## src/rtl/ltd_fifo.sv

```systemverilog
`default_nettype none
// ---------------------------------------------------------------------------
// ltd_fifo
// Small register FIFO with fill level, used for the token and result queues.
// ---------------------------------------------------------------------------
module ltd_fifo #(
   parameter int WIDTH = 8,
   parameter int DEPTH = 4
) (
   input  wire logic                       clock,
   input  wire logic                       reset,
   input  wire logic                       wr_en,
   input  wire logic [WIDTH-1:0]           wr_data,
   output      logic                       full,
   input  wire logic                       rd_en,
   output      logic [WIDTH-1:0]           rd_data,
   output      logic                       empty,
   output      logic [$clog2(DEPTH+1)-1:0] level
);

   localparam int IW = $clog2(DEPTH);
   localparam int LW = $clog2(DEPTH + 1);

   logic [WIDTH-1:0] data_ff [DEPTH];
   logic [IW-1:0]    wr_ptr_ff;
   logic [IW-1:0]    rd_ptr_ff;
   logic [LW-1:0]    level_ff;
   logic             do_wr;
   logic             do_rd;
   logic [IW-1:0]    wr_ptr_in;
   logic [IW-1:0]    rd_ptr_in;

   assign full    = level_ff == LW'(DEPTH);
   assign empty   = level_ff == '0;
   assign level   = level_ff;
   assign rd_data = data_ff[rd_ptr_ff];
   assign do_wr   = wr_en && !full;
   assign do_rd   = rd_en && !empty;

   assign wr_ptr_in = (wr_ptr_ff == IW'(DEPTH - 1)) ? '0 : wr_ptr_ff + 1'b1;
   assign rd_ptr_in = (rd_ptr_ff == IW'(DEPTH - 1)) ? '0 : rd_ptr_ff + 1'b1;

   always_ff @(posedge clock) begin
      if (reset) begin
         wr_ptr_ff <= '0;
         rd_ptr_ff <= '0;
         level_ff  <= '0;
      end else begin
         if (do_wr) begin
            wr_ptr_ff <= wr_ptr_in;
         end
         if (do_rd) begin
            rd_ptr_ff <= rd_ptr_in;
         end
         if (do_wr && !do_rd) begin
            level_ff <= level_ff + 1'b1;
         end else if (do_rd && !do_wr) begin
            level_ff <= level_ff - 1'b1;
         end
      end
      if (do_wr) begin
         data_ff[wr_ptr_ff] <= wr_data;
      end
   end

endmodule
`default_nettype wire

```

## config.mk

```make
export PLATFORM = sky130hd
export DESIGN_NAME = ltd_fifo
export DESIGN_NICKNAME = d
export VERILOG_FILES = /design/src/rtl/ltd_fifo.sv
export SDC_FILE = /design/constraint.sdc
export NUM_CORES = 1
export LEC_CHECK = 0
export BUFFER_PORTS_ARGS = -buffer_cell sky130_fd_sc_hd__buf_2
export CAP_MARGIN = 10
export CORE_ASPECT_RATIO = 0.6
export CORE_MARGIN = 8
export CORE_UTILIZATION = 40
export CTS_BUF_LIST = sky130_fd_sc_hd__clkbuf_4
export DETAILED_ROUTE_END_ITERATION = 7
export PLACE_DENSITY = 0.73
export REMOVE_ABC_BUFFERS = 1
export SLEW_MARGIN = 20
export SYNTH_ARGS = -nofsm -noshare
export SYNTH_HDL_FRONTEND = slang
export SYNTH_SLANG_ARGS = --single-unit
```

## constraint.sdc

```tcl
create_clock -name clock -period 2.3 [get_ports clock]
set_input_delay 0.115 -clock clock [delete_from_list [all_inputs] [get_ports clock]]
set_output_delay 0.115 -clock clock [all_outputs]
set_load 0.03 [all_outputs]
```

# Word-level counts from Yosys, hierarchy flattened
# Memories as Yosys holds them, arrays and structs flattened. A register that Yosys moved wholly into a read port is not among the register bits.
# Cells that the tools add are included.
dict set report totals {
  register_bits 7
  mem_bits_rw 32
  input_bits 12
  output_inout_bits 13
  wordCells 29
  memories 1
}
# memory words width rd rd_clocked_by_memory_dff wr line_no
set memory_table {}
lappend memory_table {data_ff 4 8 1 1 1 24} ;# logic [WIDTH-1:0] data_ff [DEPTH];
dict set report classes {
  add_sub_neg 4
  eq_ne 3
  muxes 8
  reduce_logical 10
}
# operator n
set op_table {}
lappend op_table {{2-to-1 mux 2 bit} 4}
lappend op_table {{2-to-1 mux 3 bit} 2}
lappend op_table {{adder 2 x 1 -> 2 bit, second input constant} 2}
lappend op_table {{equality test 2 bit, second input constant} 2}
lappend op_table {{logical AND 1 bit} 4}
lappend op_table {{zero test 1 bit} 4}
lappend op_table {{adder 3 x 1 -> 3 bit, second input constant} 1}
lappend op_table {{equality test 3 bit, second input constant} 1}
lappend op_table {{zero test 3 bit} 1}
lappend op_table {{subtractor 3 x 1 -> 3 bit, second input constant} 1}
lappend op_table {{2-to-1 mux 1 bit} 2}
lappend op_table {{nonzero test 2 bit} 1}

# Logic depth before layout (Yosys ltp)
# Gate-level depths: netlist (run 1).
dict set report depth {
  ltp_word 7
  depth_mapped 10
}

# Worst setup path before layout (run 1)
# No wires, ideal clock.
dict set report synth_path {
  kind {reg-to-reg}
  start {register level_ff[0] (netlist: level[0])}
  end {register level_ff[2] (netlist: level[2])}
  setup_ps 70
  arrival_time_ps 2380
  required_time_ps 2230
  setup_slack_ps -150
  path_stages_with_launch 11
  cell_sequence {dfxtp_1 > or3b_1 > buf_6 > clkinv_4 > nor2_2 > ha_1 > inv_1 > fa_1 > xor2_1 > or3_2 > a21oi_1}
}
dict set report synth_via {
  elab_chain_cells 6
}
# element line_no
set synth_lines {}
lappend synth_lines {{start, declared} 27} ;# logic [LW-1:0] level_ff;
lappend synth_lines {{start signal, assigned} 56} ;# level_ff <= level_ff + 1'b1;
lappend synth_lines {{start signal, assigned} 58} ;# level_ff <= level_ff - 1'b1;
lappend synth_lines {{equality test 3 bit *} 33} ;# assign full = level_ff == LW'(DEPTH);
lappend synth_lines {{net full} 14} ;# output logic full,
lappend synth_lines {{zero test 1 bit *} 37} ;# assign do_wr = wr_en && !full;
lappend synth_lines {{logical AND 1 bit *} 37}
lappend synth_lines {{net do_wr} 28} ;# logic do_wr;
lappend synth_lines {{zero test 1 bit} 57} ;# end else if (do_rd && !do_wr) begin
lappend synth_lines {{logical AND 1 bit} 57}
lappend synth_lines {{nonzero test 2 bit (no source line)} --}
# The timed path passes the listed nets; every way through them passes the cells marked *. The select of a mux whose other input is x is not followed.
# A chain may end at the register's enable or synchronous reset.

# Worst setup path in the final report (run 1)
dict set report layout_path {
  start {register level_ff[2] (netlist: level[2])}
  end {register level_ff[2] (netlist: level[2])}
}
dict set report layout_via {
  elab_chain_cells 6
}
# element line_no
set layout_lines {}
lappend layout_lines {{equality test 3 bit *} 33}
lappend layout_lines {{zero test 1 bit *} 37}
lappend layout_lines {{logical AND 1 bit *} 37}
lappend layout_lines {{net do_wr} 28}
lappend layout_lines {{zero test 1 bit} 57}
lappend layout_lines {{logical AND 1 bit} 57}
lappend layout_lines {{nonzero test 2 bit (no source line)} --}
# Marked as above.

==> reports/qor.txt, run 1 <==
arrival time of the worst setup path = 2.48 ns
post-synth cell types = 26
final worst-path cycle share = 95.63%
# port buffers = 24
Final #Nets = 149
Pins Over Slew Limit = 0
R2R setup slack = 0.10 ns
Final WS setup = 0.1006 ns
Relative slew margins = 63.79%
Detailed Place HPWL = 2121 um
Max clock buf depth = 2
Total Wirelength = 3001 um
Required @ worst endpoint = 2.58 ns
routed length per placed instance = 16.49 um
CP endpoint kind = register
delay-heaviest family, CP = simple AND/OR/NAND/NOR gates
DRC errors left = 0
Max Fclk = 454.7 MHz
CTS Sinks = 41
largest net degree at the start of global routing = 14
CP Max Fanout = 6
site row count = 18
Clock transition at path regs = 0.12 ns
met1 GRT Util = 10.90%
Max Cap Viol = 0
Final Hold Violating Endpoints = 0
Syn-to-layout area delta = 23.73%
CP cell instances = or3b_4 > clkinv_4 > nor2_4 > ha_2 > inv_1 > fa_1 > xor2_1 > or3_2 > a21oi_1
Finished Layout Cells = 182
clock root buffer = clkbuf_4
Final GP Congestion = 0.8230
cell count after synthesis = 92
Worst Setup EP = level[2]$_SDFFE_PP0P_
FF-to-FF End = level[2]$_SDFFE_PP0P_
most frequent cells in the layout = 32 x edfxtp_1, 24 x buf_2, 8 x mux4_2, 8 x dlygate4sd3_1, 7 x dfxtp_1
die area = 0.006489 mm2
setup violators final = 0
Crit path depth = 9
CTS H-tree depth = 2
Initial DRT Pass Iterations = 5
total CTS buffers = 5
Die Span Y = 65.68 um
Startpoint Class = register
Fill cells = 329
pwr dens = 1116 mW/mm2
r2r worst-path depth = 9
mapped cell area = 0.001645 mm2
post-layout min period = 2.199 ns
Detail Route Antenna Nets = 0
Via density = 5.049
Skew-Pair Late Insertion Delay = 0.34 ns
cell with the largest stage delay on the worst path = or3_2
Most Crowded Layer GR = met2
register area share after synthesis = 69.35%
most common cell after layout, fill and taps aside = edfxtp_1
total design power = 2.272 mW
vias in the first global route = 958
critical path's largest stage delay = 0.40 ns
Die X = 98.80 um
layout cell share with drive strength beyond 1 = 42.75%
first-pass GRT wire length = 4650 um
Ys Warns = 0
TNS Setup = 0 ns
vias = 919
CP startpoint = level[2]$_SDFFE_PP0P_
leakage power = 0.7680 nW
met2 GRT Util = 15.08%
CTS tree = yes
status = finished clean
Core Box Area = 0.004031 mm2
Mean Syn Cell Area = 17.88 um2
dpl cells = 164
initial antenna violation count = 0
RSZ-0062 raised after global routing = false
Final Skew = 0.007088 ns
Initial Utilization = 40.81%
GRT met3 Usage = 3.372%
WS Path Type = register to register
R2R Path Start = level[2]$_SDFFE_PP0P_
post-place setup slack = 0.02300 ns
Worst Path Buf+Inv = 2
Synth Register Bits = 41
GRT overflow = 0
DRT iter0 DRCs = 17
Ports = 25
worst vdd ir = 0.4919 mV
Total GRT Usage = 9.676%
worst-margin pin slew = 0.5423 ns
Worst Hold Class = primary input to register
[synth_stat cells, drive strengths merged]
master | instances | area [um2]
dfxtp | 9 | 180.2
or3b | 1 | 8.760
clkinv | 1 | 8.760
ha | 6 | 75.07
o21ai | 2 | 10.00
mux2i | 2 | 20.02
buf | 3 | 20.01
nor2 | 4 | 17.52
a21oi | 3 | 15.01
nand3 | 2 | 10.01
inv | 4 | 15.01
xor2 | 2 | 17.52
o31ai | 2 | 25.02
clkbuf | 1 | 3.750
or3 | 2 | 13.77
and3 | 4 | 30.03
nor3 | 2 | 10.01
nand2 | 1 | 3.750
fa | 1 | 20.02
edfxtp | 32 | 960.9
mux4 | 8 | 180.2
[worst register-to-register path: cells and delay by family, from the launching register on]
kind / cells / cell delay (ns)
flip-flops: 1 / 0.39
adder cells (fa/ha/maj): 2 / 0.56
AND/OR/NAND/NOR: 3 / 0.76
XOR/XNOR: 1 / 0.16
buffers and inverters: 2 / 0.12
AO/OA/AOI/OAI: 1 / 0.15
[registers in the layout (all words and copies together), names as in the netlist, named ones only]
register,flops
level,3
rd_ptr_ff,2
data_ff,32
wr_ptr_ff,2
[worst min path at each step]
stage | slack [ns] | startpoint | cells after the start | end
2_1_floorplan | 0.18 | reset | 1 | level[2]$_SDFFE_PP0P_
3_3_place_gp | 0.33 | wr_data[2] | 1 | data_ff[0][2]$_DFFE_PP_
3_5_place_dp | 0.34 | wr_data[3] | 1 | data_ff[2][3]$_DFFE_PP_
4_1_cts | 0.04 | reset | 2 | level[2]$_SDFFE_PP0P_
5_1_grt | 0.03 | reset | 2 | level[2]$_SDFFE_PP0P_
6_report | 0.04 | reset | 2 | level[2]$_SDFFE_PP0P_
[area by class of cell]
cell class	count	area [um2]	area share, %
Antenna cell	1	2.502	0.1229
Clock buffer	5	37.54	1.844
Clock inverter	3	65.06	3.196
Tap cell	50	62.56	3.073
Multi-Input combinational cell	42	475.5	23.36
Inverter	5	23.77	1.168
Sequential cell	41	1146	56.30
Timing Repair Buffer	35	222.7	10.94
[per-stage QoR]
stage                     cell area, um2  hold WS [ns]  util, %
after floorplan                     1622        0.1841        -
after global placement              1819        0.3306    45.13
after detailed placement            1819        0.3389    45.13
after CTS                           2003       0.03646    49.69
after global routing                2033       0.02889    50.43
final                               2036       0.04359    50.50
[cell families after synthesis]
group	count (synthesis)	share of synthesized area [%]
AOI/OAI and AO/OA	7	3.041
xor gates and xnor gates	2	1.065
and+or+nand+nor	16	5.704
buffers and inverters	9	2.889
adders and majority gates	7	5.779
DFF	41	69.35
muxes	10	12.17
[per-layer routing]
metal | part of all wire, % | wire length, um
met5 | 0 | 0
met4 | 1.9 | 57
met3 | 4.1 | 123
met2 | 50 | 1514
met1 | 44 | 1306
[timing repair]
action / in CTS / in global routing
hold buffers: 8 / 0
gates resized for setup: 1 / 6
hold endpoints to repair: 32 / 0
buffers inserted: 0 / 1
endpoints found under the setup margin: 1 / 1
[power breakdown]
part           switching [mW]  total [mW]  internal, mW  leakage [nW]
sequential             0.0934        1.00         0.907         0.368
combinational           0.411       0.706         0.295         0.345
clock                   0.229       0.565         0.337        0.0552
Power figures use the tool's default switching activity.
==> run 2: changes to the inputs <==
--- a/config.mk
+++ b/config.mk
@@ -10,11 +10,10 @@
 export CORE_ASPECT_RATIO = 0.6
 export CORE_MARGIN = 8
 export CORE_UTILIZATION = 40
-export CTS_BUF_LIST = sky130_fd_sc_hd__clkbuf_4
+export CTS_BUF_LIST = sky130_fd_sc_hd__clkbuf_4 sky130_fd_sc_hd__clkbuf_8
 export DETAILED_ROUTE_END_ITERATION = 7
 export PLACE_DENSITY = 0.73
 export REMOVE_ABC_BUFFERS = 1
-export SLEW_MARGIN = 20
 export SYNTH_ARGS = -nofsm -noshare
 export SYNTH_HDL_FRONTEND = slang
 export SYNTH_SLANG_ARGS = --single-unit
==> run 2 against run 1 <==
  * Final area down 2.9%
  * Via count shrank 1.7%
  * Sequential share of layout area is 1.5 points higher
  * Hold slack got worse by 0.0070 ns
  * Sequential power about the same
  * Global-route usage shrank 0.18 points
  * Sequential cell count unchanged
  * Clock power is 18% higher
  * Count of clock-buffer cells in the layout unchanged
  * Fmax shrank 0.46%
==> reports/qor.txt, run 2 (synthesis results as in run 1) <==
pwr dens = 1193 mW/mm2 (was 1116 mW/mm2)
Total Wirelength = 2929 um (was 3001 um)
CTS tree = yes (unchanged)
Hold EP = data_ff[2][3]$_DFFE_PP_ (was level[2]$_SDFFE_PP0P_)
Max Fclk = 452.6 MHz (was 454.7 MHz)
dpl cells = 164 (unchanged)
Hold Path Depth = 1 (was 2)
CTS Sinks = 41 (unchanged)
CP cell instances = or3b_4 > clkinv_4 > nor2_2 > ha_2 > inv_1 > fa_1 > xor2_1 > or3_2 > a21oi_1 (was or3b_4 > clkinv_4 > nor2_4 > ha_2 > inv_1 > fa_1 > xor2_1 > or3_2 > a21oi_1)
most frequent cells in the layout = 32 x edfxtp_1, 24 x buf_2, 8 x mux4_2, 7 x dfxtp_1 (was 32 x edfxtp_1, 24 x buf_2, 8 x mux4_2, 8 x dlygate4sd3_1, 7 x dfxtp_1)
CP endpoint kind = register (unchanged)
CP startpoint = level[2]$_SDFFE_PP0P_ (unchanged)
Final GP Congestion = 0.8230 (unchanged)
Die Span Y = 65.68 um (unchanged)
worst vdd ir = 0.4925 mV (was 0.4919 mV)
Final Skew = 0.004521 ns (was 0.007088 ns)
r2r worst-path depth = 9 (unchanged)
Syn-to-layout area delta = 20.15% (was 23.73%)
clock root buffer = clkbuf_8 (was clkbuf_4)
Biggest register = data_ff (unchanged)
setup violators final = 0 (unchanged)
cell with the largest stage delay on the worst path = or3_2 (unchanged)
total CTS buffers = 5 (unchanged)
CTS H-tree depth = 2 (unchanged)
status = finished clean (unchanged)
Total GRT Usage = 9.492% (was 9.676%)
DRT iter0 DRCs = 21 (was 17)
Detailed Place HPWL = 2121 um (unchanged)
Skew-Pair Late Insertion Delay = 0.29 ns (was 0.34 ns)
GRT overflow = 0 (unchanged)
Final Hold Violating Endpoints = 0 (unchanged)
hold path startpoint = wr_data[3] (was reset)
hold buffers post-CTS = 0 (was 8)
DRC errors left = 0 (unchanged)
routed length per placed instance = 16.93 um (was 16.49 um)
ANT cells = 0 (was 1)
Max clock buf depth = 2 (unchanged)
site row count = 18 (unchanged)
Required @ worst endpoint = 2.52 ns (was 2.58 ns)
worst-margin pin slew = 0.5510 ns (was 0.5423 ns)
Pins Over Slew Limit = 0 (unchanged)
Ports = 25 (unchanged)
Finished Layout Cells = 173 (was 182)
FF-to-FF End = level[2]$_SDFFE_PP0P_ (unchanged)
die area = 0.006489 mm2 (unchanged)
Relative slew margins = 63.21% (was 63.79%)
worst hold slack = 0.03658 ns (was 0.04359 ns)
Detail Route Antenna Nets = 0 (unchanged)
WS Path Type = register to register (unchanged)
Final #Nets = 141 (was 149)
vias in the first global route = 924 (was 958)
Core Box Area = 0.004031 mm2 (unchanged)
layout cell share with drive strength beyond 1 = 45.53% (was 42.75%)
post-layout min period = 2.210 ns (was 2.199 ns)
final worst-path cycle share = 96.07% (was 95.63%)
Clock transition at path regs = 0.08 ns (was 0.12 ns)
critical path's largest stage delay = 0.40 ns (about the same)
Initial DRT Pass Iterations = 4 (was 5)
Worst Hold Class = primary input to register (unchanged)
Via density = 5.220 (was 5.049)
Initial Utilization = 40.81% (unchanged)
R2R setup slack = 0.09 ns (was 0.10 ns)
Startpoint Class = register (unchanged)
largest net degree at the start of global routing = 14 (unchanged)
delay-heaviest family, CP = simple AND/OR/NAND/NOR gates (unchanged)
initial antenna violation count = 0 (unchanged)
number of flip-flops in the largest register = 32 (unchanged)
most common cell after layout, fill and taps aside = edfxtp_1 (unchanged)
leakage power = 0.7461 nW (was 0.7680 nW)
R2R Path Start = level[2]$_SDFFE_PP0P_ (unchanged)
Worst Path Buf+Inv = 2 (unchanged)
TNS Setup = 0 ns (unchanged)
first-pass GRT wire length = 4526 um (was 4650 um)
CP Max Fanout = 6 (unchanged)
arrival time of the worst setup path = 2.43 ns (was 2.48 ns)
vias = 903 (was 919)
Die X = 98.80 um (unchanged)
# port buffers = 24 (unchanged)
Max Cap Viol = 0 (unchanged)
## run 2: cell types whose count changed in the layout (fill, tap and decap cells not counted)
cell           previous run  this run
clkbuf_4                  5         0
clkbuf_8                  0         5
dfxtp_2                   1         2
dfxtp_4                   1         0
diode_2                   1         0
dlygate4sd3_1             8         0
nor2_2                    0         1
nor2_4                    1         0
## run 2: final cells by class
cell class,instances,area (um2)
clock inverters,3,65.06
repair buffers,27,142.6
flip-flops and latches,41,1144
multi-input cells,42,470.5
fillers,326,2054
inverters,5,23.77
well taps,50,62.56
clock buffers,5,68.82
## run 2: stage by stage
stage	setup slack [ns]	cell area [um2]	util, %	total power, mW
final	0.09035	1977	49.04	2.358
after global routing	-0.005828	1977	49.04	2.466
after CTS	0.003055	1953	48.45	2.362
after detailed placement	0.02300	1819	45.13	1.691
after global placement	0.1323	1819	45.13	1.657
after floorplan	-0.2007	1622	-	1.473
## run 2: metal layers
layer	part of all wire, %	wire length, um	vias to the layer above	global-route usage (%)
li1	-	-	411	-
met1	43	1272	465	10.44
met2	49	1425	20	14.91
met3	4.7	139	7	3.583
met4	3.1	91	0	7.400
met5	0	0	-	0
## run 2: where the power goes
part           leakage (nW)  internal [mW]  switching [mW]
clock network        0.0681          0.431           0.237
logic                 0.310          0.285           0.406
registers             0.368          0.906          0.0936
## run 2: repair_timing
item,4_1_cts,5_1_grt
endpoints found under the setup margin,0,1
resized for setup,0,5
setup buffers,0,1
## run 2: worst reg2reg max path: stages, from the launching register on
cell and delay [ns]:
dfxtp_2 0.36, or3b_4 0.26, clkinv_4 0.06, nor2_2 0.13, ha_2 0.20, inv_1 0.05
fa_1 0.37, xor2_1 0.16, or3_2 0.40, a21oi_1 0.15
## run 2: worst max path at each step
| stage | cells past startpoint | to |
|---|---|---|
| 3_5_place_dp | 9 | level[2]$_SDFFE_PP0P_ |
| 6_report | 9 | level[2]$_SDFFE_PP0P_ |
| 4_1_cts | 9 | level[2]$_SDFFE_PP0P_ |
| 3_3_place_gp | 7 | level[2]$_SDFFE_PP0P_ |
| 2_1_floorplan | 9 | level[2]$_SDFFE_PP0P_ |
| 5_1_grt | 9 | level[2]$_SDFFE_PP0P_ |
